<file path="src/rtl/abpi_pkg.sv">
// ----------------------------------------------------------------------------
// abpi_pkg - shared types and constants of the position integrator
// Fixed-point widths, Adams-Bashforth coefficients, sequencer states and
// the control word that the sequencer hands to the component lanes.
// ----------------------------------------------------------------------------
`default_nettype none

package abpi_pkg;

    // Field widths
    localparam int VEL_WIDTH   = 32;  // Q16.16 velocity
    localparam int POS_WIDTH   = 48;  // Q32.16 position
    localparam int STEP_WIDTH  = 32;  // unsigned Q8.24 step size
    localparam int ORDER_WIDTH = 3;
    localparam int MAX_ORDER   = 4;

    // Command codes
    localparam logic CMD_LOAD = 1'b0;
    localparam logic CMD_STEP = 1'b1;

    localparam int LANES      = 3;
    localparam int HIST_DEPTH = 3;

    // Weighted sum: coefficients are 24ths, sum of their magnitudes < 2^8
    localparam int COEF_WIDTH   = 8;
    localparam int SUM_WIDTH    = VEL_WIDTH + COEF_WIDTH;
    localparam int LO_WIDTH     = 32;
    localparam int SUM_HI_WIDTH = SUM_WIDTH - LO_WIDTH;
    localparam int PL_WIDTH     = LO_WIDTH + STEP_WIDTH;
    localparam int PH_WIDTH     = SUM_HI_WIDTH + STEP_WIDTH + 1;
    localparam int PROD_WIDTH   = SUM_WIDTH + STEP_WIDTH;

    // 24 * 2^24 = 3 * 2^27: shift by 27, then divide by 3
    localparam int FRAC_SHIFT = 27;
    localparam int X_WIDTH    = PROD_WIDTH - FRAC_SHIFT;
    localparam int MAG_WIDTH  = X_WIDTH - 1;

    // Divide-by-3 unit, one digit per cycle, most significant first
    localparam int DIG_WIDTH   = 16;
    localparam int DIV_DIGITS  = (MAG_WIDTH + DIG_WIDTH - 1) / DIG_WIDTH;
    localparam int DIV_WIDTH   = DIV_DIGITS * DIG_WIDTH;
    localparam int DIV_CNT_W   = (DIV_DIGITS > 1) ? $clog2(DIV_DIGITS) : 1;
    localparam int PART_WIDTH  = DIG_WIDTH + 2;
    localparam int RECIP_SHIFT = DIG_WIDTH + 3;
    localparam int RECIP_WIDTH = DIG_WIDTH + 2;
    localparam int RECIP       = ((1 << RECIP_SHIFT) + 2) / 3;
    localparam int RPROD_WIDTH = PART_WIDTH + RECIP_WIDTH;

    localparam int SAT_WIDTH = POS_WIDTH + 1;

    // Row = order - 1, column = age of the velocity (0 is the newest)
    localparam logic signed [COEF_WIDTH-1:0] AB_COEF [4][4] = '{
        '{ 8'sd24,  8'sd0,   8'sd0,   8'sd0 },
        '{ 8'sd36, -8'sd12,  8'sd0,   8'sd0 },
        '{ 8'sd46, -8'sd32,  8'sd10,  8'sd0 },
        '{ 8'sd55, -8'sd59,  8'sd37, -8'sd9 }
    };

    typedef enum logic [2:0] {
        S_IDLE,
        S_MAC,
        S_MUL,
        S_PREP,
        S_DIV,
        S_DONE
    } state_t;

    typedef struct packed {
        logic                   capture;
        logic                   load;
        logic [ORDER_WIDTH-1:0] order;
        logic                   mac;
        logic                   mul;
        logic                   prep;
        logic                   div;
        logic                   commit;
    } lane_ctrl_t;

endpackage

`default_nettype wire

</file>
<file path="src/rtl/abpi_ctrl.sv">
// ----------------------------------------------------------------------------
// abpi_ctrl - sequencer of the position integrator
// Tracks the order ramp and steps the lanes through sum, multiply, floor
// shift, divide and commit; a load goes straight to commit.
// ----------------------------------------------------------------------------
`default_nettype none

module abpi_ctrl #(
    parameter int unsigned MAX_ORDER = abpi_pkg::MAX_ORDER
) (
    input  wire logic                 clk,
    input  wire logic                 rst_n,
    input  wire logic                 cmd_valid,
    input  wire logic                 command,
    input  wire logic                 out_busy,
    output logic                      cmd_ready,
    output abpi_pkg::lane_ctrl_t      ctl
);

    abpi_pkg::state_t                       state_reg;
    abpi_pkg::state_t                       state_next;
    logic [1:0]                             steps_reg;
    logic [abpi_pkg::ORDER_WIDTH-1:0]       order_reg;
    logic                                   load_reg;
    logic [abpi_pkg::DIV_CNT_W-1:0]         cnt_reg;
    logic                                   accept;
    logic                                   is_load;
    logic [abpi_pkg::ORDER_WIDTH-1:0]       order_inc;
    logic [abpi_pkg::ORDER_WIDTH-1:0]       order_new;
    logic                                   last_digit;

    assign accept     = cmd_valid && cmd_ready;
    assign is_load    = (command == abpi_pkg::CMD_LOAD);
    assign order_inc  = {1'b0, steps_reg} + 3'd1;
    assign order_new  = (order_inc > abpi_pkg::ORDER_WIDTH'(MAX_ORDER))
                      ? abpi_pkg::ORDER_WIDTH'(MAX_ORDER) : order_inc;
    assign last_digit = (cnt_reg == abpi_pkg::DIV_CNT_W'(abpi_pkg::DIV_DIGITS - 1));

    // Next state
    always_comb
    begin
        state_next = state_reg;
        case (state_reg)
            abpi_pkg::S_IDLE:
            begin
                if (accept)
                begin
                    state_next = is_load ? abpi_pkg::S_DONE : abpi_pkg::S_MAC;
                end
            end
            abpi_pkg::S_MAC:  state_next = abpi_pkg::S_MUL;
            abpi_pkg::S_MUL:  state_next = abpi_pkg::S_PREP;
            abpi_pkg::S_PREP: state_next = abpi_pkg::S_DIV;
            abpi_pkg::S_DIV:
            begin
                if (last_digit)
                begin
                    state_next = abpi_pkg::S_DONE;
                end
            end
            abpi_pkg::S_DONE:
            begin
                if (!out_busy)
                begin
                    state_next = abpi_pkg::S_IDLE;
                end
            end
            default: state_next = abpi_pkg::S_IDLE;
        endcase
    end

    // Outputs
    always_comb
    begin
        cmd_ready   = 1'b0;
        ctl         = '0;
        ctl.order   = order_reg;
        ctl.load    = load_reg;
        case (state_reg)
            abpi_pkg::S_IDLE:
            begin
                cmd_ready   = 1'b1;
                ctl.capture = accept;
                ctl.load    = is_load;
            end
            abpi_pkg::S_MAC:  ctl.mac  = 1'b1;
            abpi_pkg::S_MUL:  ctl.mul  = 1'b1;
            abpi_pkg::S_PREP: ctl.prep = 1'b1;
            abpi_pkg::S_DIV:  ctl.div  = 1'b1;
            abpi_pkg::S_DONE: ctl.commit = !out_busy;
            default:          ctl = '0;
        endcase
    end

    always_ff @(posedge clk or negedge rst_n)
    begin
        if (!rst_n)
        begin
            state_reg <= abpi_pkg::S_IDLE;
            steps_reg <= '0;
            order_reg <= '0;
            load_reg  <= 1'b0;
            cnt_reg   <= '0;
        end
        else
        begin
            state_reg <= state_next;
            if (accept)
            begin
                load_reg <= is_load;
                if (is_load)
                begin
                    // restart the order ramp
                    steps_reg <= '0;
                    order_reg <= '0;
                end
                else
                begin
                    order_reg <= order_new;
                    if (steps_reg != 2'd3)
                    begin
                        steps_reg <= steps_reg + 2'd1;
                    end
                end
            end
            if (state_reg == abpi_pkg::S_PREP)
            begin
                cnt_reg <= '0;
            end
            else if (state_reg == abpi_pkg::S_DIV)
            begin
                cnt_reg <= cnt_reg + 1'b1;
            end
        end
    end

endmodule

`default_nettype wire

</file>
<file path="config.mk">
export PLATFORM = sky130hd
export DESIGN_NAME = abpi_ctrl
export DESIGN_NICKNAME = d
export VERILOG_FILES = /design/src/rtl/abpi_pkg.sv /design/src/rtl/abpi_ctrl.sv
export SDC_FILE = /design/constraint.sdc
export NUM_CORES = 1
export LEC_CHECK = 0
export ABC_CLOCK_PERIOD_IN_PS = 4000
export BUFFER_PORTS_ARGS = -buffer_cell sky130_fd_sc_hd__buf_2
export CORE_MARGIN = 4
export CORE_UTILIZATION = 30
export CTS_CLUSTER_DIAMETER = 150
export CTS_CLUSTER_SIZE = 14
export DETAILED_ROUTE_END_ITERATION = 8
export GPL_ROUTABILITY_DRIVEN = 0
export GPL_TIMING_DRIVEN = 0
export PLACE_DENSITY_LB_ADDON = 0.08
export SLEW_MARGIN = 10
export SYNTH_ARGS = -nofsm -noshare
export SYNTH_HDL_FRONTEND = slang
export SYNTH_SLANG_ARGS = --single-unit
</file>
<file path="constraint.sdc">
create_clock -name clk -period 4 [get_ports clk]
set_clock_uncertainty 0.2 [all_clocks]
set_input_delay 0.2 -clock clk [delete_from_list [all_inputs] [get_ports clk]]
set_output_delay 0.2 -clock clk [all_outputs]
set_load 0.05 [all_outputs]
</file>
-- After elaboration in Yosys (flattened, before gate mapping)
Cells that the tools add are included.
- bits in registers: 11
- input bits: 5
- logic and storage cells: 48
- $add $sub $neg: 3
- order comparisons: 1
- equal/unequal tests: 11
- multiplexer cells: 19
- bitwise gates (word level): 1
- reduce and logical (&&, ||, !) cells: 8
- operators by type and width (kind ; number):
    2-to-1 mux 3 bit ; 7
    one-hot mux 3 bit (6 select lines) ; 1
    2-to-1 mux 2 bit ; 4
    inequality test 2 bit, second input constant ; 4
    equality test 3 x 2 -> 1 bit, second input constant ; 2
    equality test 3 bit, second input constant ; 2
    2-to-1 mux 1 bit ; 6
    OR reduction 6 bit ; 1
    OR reduction 5 bit ; 1
    adder 2 x 1 -> 2 bit, second input constant ; 2
    one-hot mux 2 bit (2 select lines) ; 1
    adder 2 x 1 -> 3 bit, second input constant ; 1
    equality test 3 x 1 -> 1 bit, second input constant ; 1
    > comparator 3 bit, second input constant ; 1
    logical NOT 3 bit ; 1
    AND reduction 3 bit ; 1
    equality test 2 bit, second input constant ; 1
    inequality test 2 x 1 -> 1 bit, second input constant ; 1
    AND reduction 2 bit ; 1
    nonzero test 2 bit ; 1
    logical AND 1 bit ; 1
    logical NOT 1 bit ; 1
    inverter 1 bit ; 1

-- Logic depth before layout (Yosys ltp)
Gate-level depths: netlist of the first run.
- word-level depth: 5
- mapped depth: 5
- depth with buffers taken out: 4

-- Least setup slack after synthesis of the first run
OpenSTA, ideal clock, no wires.
- path kind: register to register
- start point: register state_reg[2]
- end point: register cnt_reg[0] (netlist name)
- arrival time: 2.328 ns
- data required time: 3.675 ns
- setup slack: 1.348 ns
- cell stages (with the launch flop): 5
- cell sequence: dfrtp_1 clkbuf_1 nor3b_1 nor2_1 mux2_2
- longest elaborated chain between the ends: 2
- elaborated cells between the ends (all ways): 4
- classes of those cells: eq/ne: 2; mux: 1; reduce/logical: 1
- RTL lines (item ; RTL line ; RTL):
    from (decl) ; abpi_ctrl.sv:20 ; abpi_pkg::state_t state_reg;
    from (signal assigned) ; abpi_ctrl.sv:99 ; state_reg <= abpi_pkg::S_IDLE;
    from (signal assigned) ; abpi_ctrl.sv:107 ; state_reg <= state_next;
    equality test 3 x 2 -> 1 bit or equality test 3 bit (tied branches) ; abpi_ctrl.sv:126, abpi_ctrl.sv:130 ;
    2-to-1 mux 2 bit or nonzero test 2 bit (tied branches) ; n/a ;
    to (signal assigned) ; abpi_ctrl.sv:132 ; cnt_reg <= cnt_reg + 1'b1;
    to (decl) ; abpi_ctrl.sv:25 ; logic [abpi_pkg::DIV_CNT_W-1:0] cnt_reg;
Several ways; a longest one is shown, not always the timed one.
A chain may end at the register's enable or synchronous reset.

==> results.md, run 1 <==
* Share of post-route cells with drive strength above 1 at 0.2809
* CTS Buffer Depth at 2
* Yosys Warn Count at 0
* Slew Viols, Final at 0
* Share of the synthesized area in the top cell type at 0.4288
* Synth area leaders: dfrtp_1 43%, ha_1 5.8%, nand2_1 5.8%
* Post-synth top area cell: dfrtp_1
* Leak Pwr at approximately 0.42 nW
* Placed inst area at 750.7 um^2
* Vias per cell at around 4.7
* Post-route cell area at between 700 and 800 um^2
* Yosys reg bits at 11
* Sequential Area at 275.3 um^2
* Root Driver: clkbuf_4
* Setup TNS Final at 0 ns
* Cells after Synth at 69
* Wire length on met1 at 590 um
* Antenna Nets Post-Route at 0
* Final core occ at 0.3931
* Vias in the first global route at 540
* Startpoint types: flip-flop
* CTS sink count at 11
* Routed wl met3 at roughly 110 um
* Core area at approximately 2000 um^2
* Synthesized cell area at 641.9 um^2
* Clock transition at path regs at 0.07 ns
* R2R Setup Slk at roughly 2.1 ns
* Worst-path cell chain: buf_6, or4b_4, clkbuf_1, inv_1, buf_4, buf_2
* Initial antenna violation count at 0
* Slowest CP cell: or4b_4
* Die Width at 54.26 um
* Residual DRC count at 0
* Drt first pass iters at 4
* GRT overflow at 0
* PortBufs at 15
* Max VDD drop at 334.1 uV
* Cell Pwr Density at approximately 900 nW/um^2
* Number of I/O pins at 16
* Antenna Cells at 0
* Synth unique cells at 27
* CP Data Required Time at around 3.6 ns
* Die Area at 2944 um^2
* Slew HR at 0.7530
* Max_cap viols at 0
* Status: finished, final reports clean
* Synth Area per Inst at roughly 9.3 um^2
* Met2 WL at 580 um
* Worst r2r src: state_reg[0]
* Vias after detailed routing at 545
* Kind of critical path: flip-flop to primary output
* Finish-stage setup viols at 0
* Peak Freq at 424.0 MHz
* Tightest Hold Check Type: input port to flip-flop
* Area of the multi-input gates at 317.8 um^2
* WP data arrival at just under 2 ns
* Minimum hold slack at roughly 0.012 ns
* Uppermost routed layer: met4
* CP Launch Point: state_reg[0]
* Overall routed net length at about 1300 um
* Detailed Place HPWL at 995.1 um
* Tmin final at between 2 and 2.5 ns
* Slowest cell delay on critical path at 0.53 ns
* Iteration-0 DRC Markers at 11
* Die H at 54.26 um
* HP Start: cmd_valid
* Final #Nets at slightly below 100
* Post-Syn Nets at 77
* CP max FO at 10
* H-tree Lvls at 1
* FILL cells at 224
* Clock latency on the worst-skew pair at 0.27 ns
* Fin. Hold Viols at 0
* Unrepaired setup endpoints after global routing: false
* Total CTS buffers at 3
* Rows at 16
* Final Cycle Share at 0.5897
* Post-synthesis sequential area ratio at 0.4288
* Largest net degree at the start of global routing at 12
* CTS tree: built
* First-pass GRT wire length at 2311 um
* Initial Util at 0.3206
* Routed length per instance at roughly 11 um
* Crit end category: primary output
* Transition time of the tightest slew-check pin at 0.3698 ns
* P&R area growth vs syn at 22.61%
* Gr usage total at 0.1124
[logic make-up (layout without fill, tap and decap cells)]
kind of cell,count (synthesis),count (layout),share of synthesized area
adder cells (fa/ha/maj),3,3,0.05849
buffers and inverters,10,30,0.07603
flip-flops,11,11,0.4288
AO/OA/AOI/OAI,13,13,0.1306
AND/OR/NAND/NOR,30,30,0.2729
multiplexers,2,2,0.03314
[worst max-delay path: cells and delay by family (launching register included)]
kind / cells / cell delay [ns]
and+or+nand+nor: 1 / 0.53
buffers and inverters: 5 / 0.78
DFF: 1 / 0.37
[stage by stage]
stage | std cells | setup WS [ns] | power, mW
2_1_floorplan | 69 | 1.348 | 0.5513
3_3_place_gp | 111 | 1.928 | 0.6365
3_5_place_dp | 111 | 1.919 | 0.6444
4_1_cts | 116 | 1.616 | 0.7246
5_1_grt | 116 | 1.541 | 0.7852
6_report | 116 | 1.641 | 0.7120
[per-layer routing]
metal / vias up / GRT usage
met5: - / 0
met4: 0 / 0.03734
met3: 2 / 0.05450
met2: 18 / 0.1753
met1: 249 / 0.1345
li1: 276 / -
[cells in the final DEF (no fill, tap or decap), types with 3 or more instances in the layout]
| cell type | instances |
|---|---|
| buf_2 | 15 |
| dfrtp_1 | 11 |
| nand2_1 | 10 |
| inv_1 | 5 |
| o21ai_0 | 5 |
| clkbuf_1 | 4 |
| and2_1 | 4 |
| nor2_1 | 3 |
| ha_1 | 3 |
| clkbuf_4 | 3 |
[cell usage after synthesis]
master    number
or2_2          1
or4b_4         2
and2_1         4
a22oi_1        1
o21bai_1       1
o21ai_0        5
nor3_1         2
and3b_1        1
mux2i_1        1
buf_6          1
buf_4          1
o31ai_1        1
nand2_1       10
dfrtp_1       11
a21oi_1        2
nor3b_1        2
clkbuf_1       3
inv_1          5
o32ai_1        1
nand2b_1       2
nand3_1        1
nor2_1         3
ha_1           3
mux2_2         1
nand3_2        1
a22o_1         2
nor2b_1        1
[final timing paths]
check,depth (start not counted),end
min in group asynchronous,2,order_reg[2]
max,6,ctl[9]
max reg2reg,4,steps_reg[0]
min,3,state_reg[0]
min reg2reg,2,order_reg[1]
max in group asynchronous,2,cnt_reg[1]
[report_power, final]
part | total (mW) | internal [mW] | leakage, nW | switching (mW)
Combinational | 0.443 | 0.145 | 0.261 | 0.298
Clock | 0.0747 | 0.0386 | 0.0150 | 0.0361
Sequential | 0.194 | 0.162 | 0.139 | 0.0328
[what timing repair did]
| action | 4_1_cts | 5_1_grt |
|---|---|---|
| buffers inserted | 0 | 0 |
| resized for setup | 0 | 0 |
| setup endpoints to repair | 0 | 0 |
| endpoints found under the hold margin | 11 | 0 |
| hold buffers | 1 | 0 |
[final cells by class]
type                    instances  share of cell area
repair buffers                 16              0.1081
multi-input cells              48              0.4038
well taps                      27             0.04293
clock buffers                   4             0.03339
plain buffers                   5             0.03816
flip-flops and latches         11              0.3498
inverters                       5             0.02385
No activity file was read; power rests on OpenSTA's default activity.
==> run 2: changes to the inputs <==
--- a/config.mk
+++ b/config.mk
@@ -5,7 +5,7 @@
 export SDC_FILE = /design/constraint.sdc
 export NUM_CORES = 1
 export LEC_CHECK = 0
-export ABC_CLOCK_PERIOD_IN_PS = 4000
+export ABC_CLOCK_PERIOD_IN_PS = 2000
 export BUFFER_PORTS_ARGS = -buffer_cell sky130_fd_sc_hd__buf_2
 export CORE_MARGIN = 4
 export CORE_UTILIZATION = 30
==> constraint.sdc (replaced) <==
create_clock -name clk -period 2 [get_ports clk]
set_clock_uncertainty 0.2 [all_clocks]
set_input_delay 0.1 -clock clk [delete_from_list [all_inputs] [get_ports clk]]
set_output_delay 0.1 -clock clk [all_outputs]
set_load 0.05 [all_outputs]
==> results.md, run 2 (same netlist as run 1, synthesis figures left out) <==
* CTS tree: built
* Slew HR at 0.8243
* Startpoint types: flip-flop
* Antenna Cells at 0
* GRT overflow at 0
* Antenna Nets Post-Route at 0
* CTS Buffer Depth at 2
* Die Width at around 54 um
* CP Data Required Time at 1.70 ns
* Vias after detailed routing at 540
* Kind of critical path: flip-flop to primary output
* CTS sink count at 11
* Die H at 54.26 um
* Drt first pass iters at 4
* Tmin final at 1.918 ns
* Residual DRC count at 0
* Total CTS buffers at 3
* Rows at 16
* Final Cycle Share at 0.9592
* CP max FO at 10
* H-tree Lvls at 1
* Status: finished, final reports clean
* Cell Pwr Density at 1755 nW/um^2
* First-pass GRT wire length at 2325 um
* Fin. Hold Viols at 0
* Vias in the first global route at 536
* Total power at approximately 1.5 mW
* Max VDD drop at 755.7 uV
* Crit path max-delay family: simple AND/OR/NAND/NOR gates
* Overall routed net length at 1342 um
* Final #Nets at 103
* Slowest CP cell: or4b_4
* Vias per cell at 4.463
* Root Driver: clkbuf_4
* Slowest cell delay on critical path at 0.52 ns
* Worst-path cell chain: buf_6, or4b_4, inv_1, buf_4, buf_6
* Minimum hold slack at 0.03654 ns
* Post-place setup slack at 0.01321 ns
* Peak Freq at between 500 and 600 MHz
* Finish-stage setup viols at 0
* Number of I/O pins at 16
* Initial Util at 0.3206
* Detailed Place HPWL at between 900 and 1000 um
* Initial antenna violation count at 0
* Max_cap viols at 0
* Share of post-route cells with drive strength above 1 at 0.3511
* Crit end category: primary output
* Tightest Hold Check Type: input port to asynchronous set/reset pin
* Most common cell after layout, fill and taps aside: buf_2
* Routed length per instance at about 11 um
* Core area at 2002 um^2
* Slew Viols, Final at 0
* Clock latency on the worst-skew pair at 0.26 ns
* Leak Pwr at 0.4549 nW
* Transition time of the tightest slew-check pin at 0.2635 ns
* Iteration-0 DRC Markers at 6
* Commonest non-fill, non-tap cells in the layout: 13 x buf_2, 11 x dfrtp_1, 10 x nand2_1
* WP data arrival at between 1.5 and 2 ns
* Clock transition at path regs at 0.07 ns
* Buf/Inv on CP at 4
* FILL cells at 212
* P&R area growth vs syn at 34.70%
* PortBufs at 15
* Die Area at 2944 um^2
* Gr usage total at 0.1124
* CP most frequent cell: buf_6
* Largest net degree at the start of global routing at 12
* Final WS setup at 0.08150 ns
## run 2: cell types whose count changed in the layout (fill, tap and decap cells not counted)
cell,change
buf_6,+1
nor3b_2,+2
o32ai_2,+1
clkbuf_1,-3
dlygate4sd3_1,+3
nor3b_1,-2
buf_4,+4
o32ai_1,-1
buf_2,-2
clkbuf_2,+2
## run 2: stage by stage
stage               cell area [um^2]  std cells  setup TNS [ns]    util
floorplan                      659.4         69         -0.1006       -
global placement               768.2        111               0  0.3838
global route                   864.6        121        -0.01355  0.4319
finish                         864.6        121               0  0.4319
CTS                            855.8        121               0  0.4275
detailed placement             768.2        111               0  0.3838
## run 2: area by class of cell
class | count | area (um^2) | area share
multi-input combinational | 48 | 335.3 | 0.3878
sequential | 11 | 275.3 | 0.3184
timing repair buffer | 22 | 146.4 | 0.1693
tap | 27 | 33.78 | 0.03907
buffer | 4 | 28.78 | 0.03329
clock buffer | 4 | 26.28 | 0.03039
inverter | 5 | 18.77 | 0.02171
## run 2: per-layer routing
layer	global-route usage	share of wire	vias to the layer above
met5	0	0	-
met4	0.03734	0.0089	0
met3	0.04905	0.060	2
met2	0.1673	0.44	11
met1	0.1445	0.49	242
li1	-	-	285
## run 2: what timing repair did
| item | CTS | global route |
|---|---|---|
| setup endpoints to repair | 1 | 5 |
| gates resized for setup | 1 | 7 |
| pin swaps | 1 | 0 |
| buffers inserted | 3 | 0 |
| endpoints found under the hold margin | 17 | 0 |
| hold buffers | 4 | 0 |
## run 2: worst register-to-register path, delay by kind of cell, from the launching register on
| family | cells | cell delay, ns |
|---|---|---|
| DFF | 1 | 0.37 |
| and+or+nand+nor | 3 | 1.12 |
| buffers and inverters | 1 | 0.14 |
## run 2: path summary, 6_finish.rpt
kind / startpoint / end / slack (ns) / cells past startpoint
max in group asynchronous: rst_n / cnt_reg[1] / 1.35 / 2
setup reg to reg: state_reg[0] / steps_reg[0] / 0.11 / 4
min in group clk: out_busy / state_reg[2] / 0.04 / 3
setup / recovery: state_reg[0] / ctl[9] / 0.08 / 5
hold reg to reg: order_reg[0] / order_reg[0] / 0.27 / 2
hold / removal: rst_n / load_reg / 0.04 / 2
## run 2: where the power goes
| group | switching, mW | internal (mW) | total [mW] | leakage (nW) |
|---|---|---|---|---|
| Clock | 0.0725 | 0.0771 | 0.150 | 0.0150 |
| Combinational | 0.612 | 0.363 | 0.976 | 0.301 |
| Sequential | 0.0693 | 0.323 | 0.392 | 0.139 |
==> run 3: changes to the inputs <==
--- a/config.mk
+++ b/config.mk
@@ -5,7 +5,7 @@
 export SDC_FILE = /design/constraint.sdc
 export NUM_CORES = 1
 export LEC_CHECK = 0
-export ABC_CLOCK_PERIOD_IN_PS = 2000
+export ABC_CLOCK_PERIOD_IN_PS = 2400
 export BUFFER_PORTS_ARGS = -buffer_cell sky130_fd_sc_hd__buf_2
 export CORE_MARGIN = 4
 export CORE_UTILIZATION = 30
==> constraint.sdc (replaced) <==
create_clock -name clk -period 2.4 [get_ports clk]
set_clock_uncertainty 0.2 [all_clocks]
set_input_delay 0.12 -clock clk [delete_from_list [all_inputs] [get_ports clk]]
set_output_delay 0.12 -clock clk [all_outputs]
set_load 0.05 [all_outputs]
==> results.md, run 3 (same netlist as run 1, synthesis figures left out) <==
* Clock latency on the worst-skew pair at 0.27 ns
* Tmin final at roughly 2.3 ns
* Area of the multi-input gates at approximately 320 um^2
* H-tree Lvls at 1
* Cell Pwr Density at 1473 nW/um^2
* Fin. Hold Viols at 0
* Vias in the first global route at 497
* Placed inst area at 755.7 um^2
* CTS tree: built
* Setup TNS Final at 0 ns
* CP Data Required Time at between 2 and 2.5 ns
* PortBufs at 15
* Crit end category: primary output
* Share of post-route cells with drive strength above 1 at 0.2826
* Antenna Cells at 0
* Total CTS buffers at 3
* R2R depth at 4
* Antenna Nets Post-Route at 0
* Sequential Area at roughly 280 um^2
* CTS sink count at 11
* Commonest non-fill, non-tap cells in the layout: 15 x buf_2, 11 x dfrtp_1, 10 x nand2_1
* Final Cycle Share at 0.9547
* Die H at between 50 and 60 um
* Post-route cell area at 822.0 um^2
* Hold path cells at 3
* Slew Viols, Final at 0
* Largest net degree at the start of global routing at 12
* Die Width at 54.26 um
* Max VDD drop at 661.3 uV
* Final WS setup at 0.1087 ns
* Slew HR at 0.7482
* Rows at 16
* Leak Pwr at 0.4319 nW
* CP Launch Point: state_reg[0]
* FILL cells at between 200 and 250
* Worst r2r src: state_reg[0]
* CTS Buffer Depth at 2
* Post-CTS Resized at 0
* HP Start: out_busy
* Iteration-0 DRC Markers at 8
* Drt first pass iters at 4
* Vias per cell at 4.487
* GRT overflow at 0
* Max_cap viols at 0
* Unrepaired setup endpoints after global routing: false
* First-pass GRT wire length at ~2200 um
* Clock transition at path regs at 0.07 ns
* Detailed Place HPWL at 993.8 um
* Post-place setup slack at between 0.4 and 0.5 ns
* Status: finished, final reports clean
* Tightest Hold Check Type: input port to flip-flop
* Root Driver: clkbuf_4
* Die Area at between 2000 and 3000 um^2
* Peak Freq at 436.4 MHz
* Routed length per instance at 10.98 um
* CP max FO at 10
* Transition time of the tightest slew-check pin at 0.3777 ns
* Overall routed net length at 1307 um
* Kind of critical path: flip-flop to primary output
* Startpoint types: flip-flop
* Finish-stage setup viols at 0
* Core area at 2002 um^2
* Initial antenna violation count at 0
* Initial Util at 0.3206
* Residual DRC count at 0
* WP data arrival at 1.97 ns
* Number of I/O pins at 16
* P&R area growth vs syn at 28.07%
* Most common cell after layout, fill and taps aside: buf_2
* Gr usage total at 0.1085
* Final #Nets at a little over 100
* Vias after detailed routing at 534
-- run 3: per-stage QoR --
step	cells	power [mW]	utilization	hold slack [ns]
finish	119	1.211	0.4106	0.02615
global route	119	1.322	0.4106	0.05628
CTS	119	1.229	0.4106	0.01730
detailed placement	111	1.075	0.3775	-0.1940
global placement	111	1.063	0.3775	-0.1907
floorplan	69	0.9249	-	-0.3756
-- run 3: timing repair --
item | CTS | global route
buffers inserted | 0 | 0
endpoints found under the hold margin | 16 | 0
hold buffers | 4 | 0
-- run 3: layer usage --
layer  share of wire  up-vias  global-route usage
met1            0.50      235              0.1450
met3           0.077        2             0.05722
met4          0.0092        0             0.02490
met5               0        -                   0
li1                -      281                   -
met2            0.41       16              0.1534
-- run 3: worst max-delay path: stages (launching register included) --
cell	delay [ns]
dfrtp_1	0.38
buf_6	0.14
or4b_4	0.52
clkbuf_1	0.23
inv_1	0.09
buf_4	0.09
buf_2	0.24
-- run 3: area by class of cell --
type                            count  area share
Inverter                            5     0.02283
Clock buffer                        4     0.03196
Multi-Input combinational cell     48      0.3927
Tap cell                           27     0.04110
Sequential cell                    11      0.3349
Buffer                              5     0.03653
Timing Repair Buffer               19      0.1400
-- run 3: path summary, 6_finish.rpt --
check | end | slack, ns
worst max-delay path | ctl[9] | 0.11
worst min-delay path | state_reg[2] | 0.03
worst max register to register | steps_reg[0] | 0.50
worst min register to register | order_reg[0] | 0.28
max in group asynchronous | cnt_reg[0] | 1.74
min in group asynchronous | order_reg[2] | 0.04
-- run 3: where the power goes --
part	total [mW]	switching, mW	internal [mW]
clock	0.126	0.0613	0.0643
combinational	0.758	0.498	0.260
sequential	0.327	0.0571	0.269
total	1.21	0.617	0.594
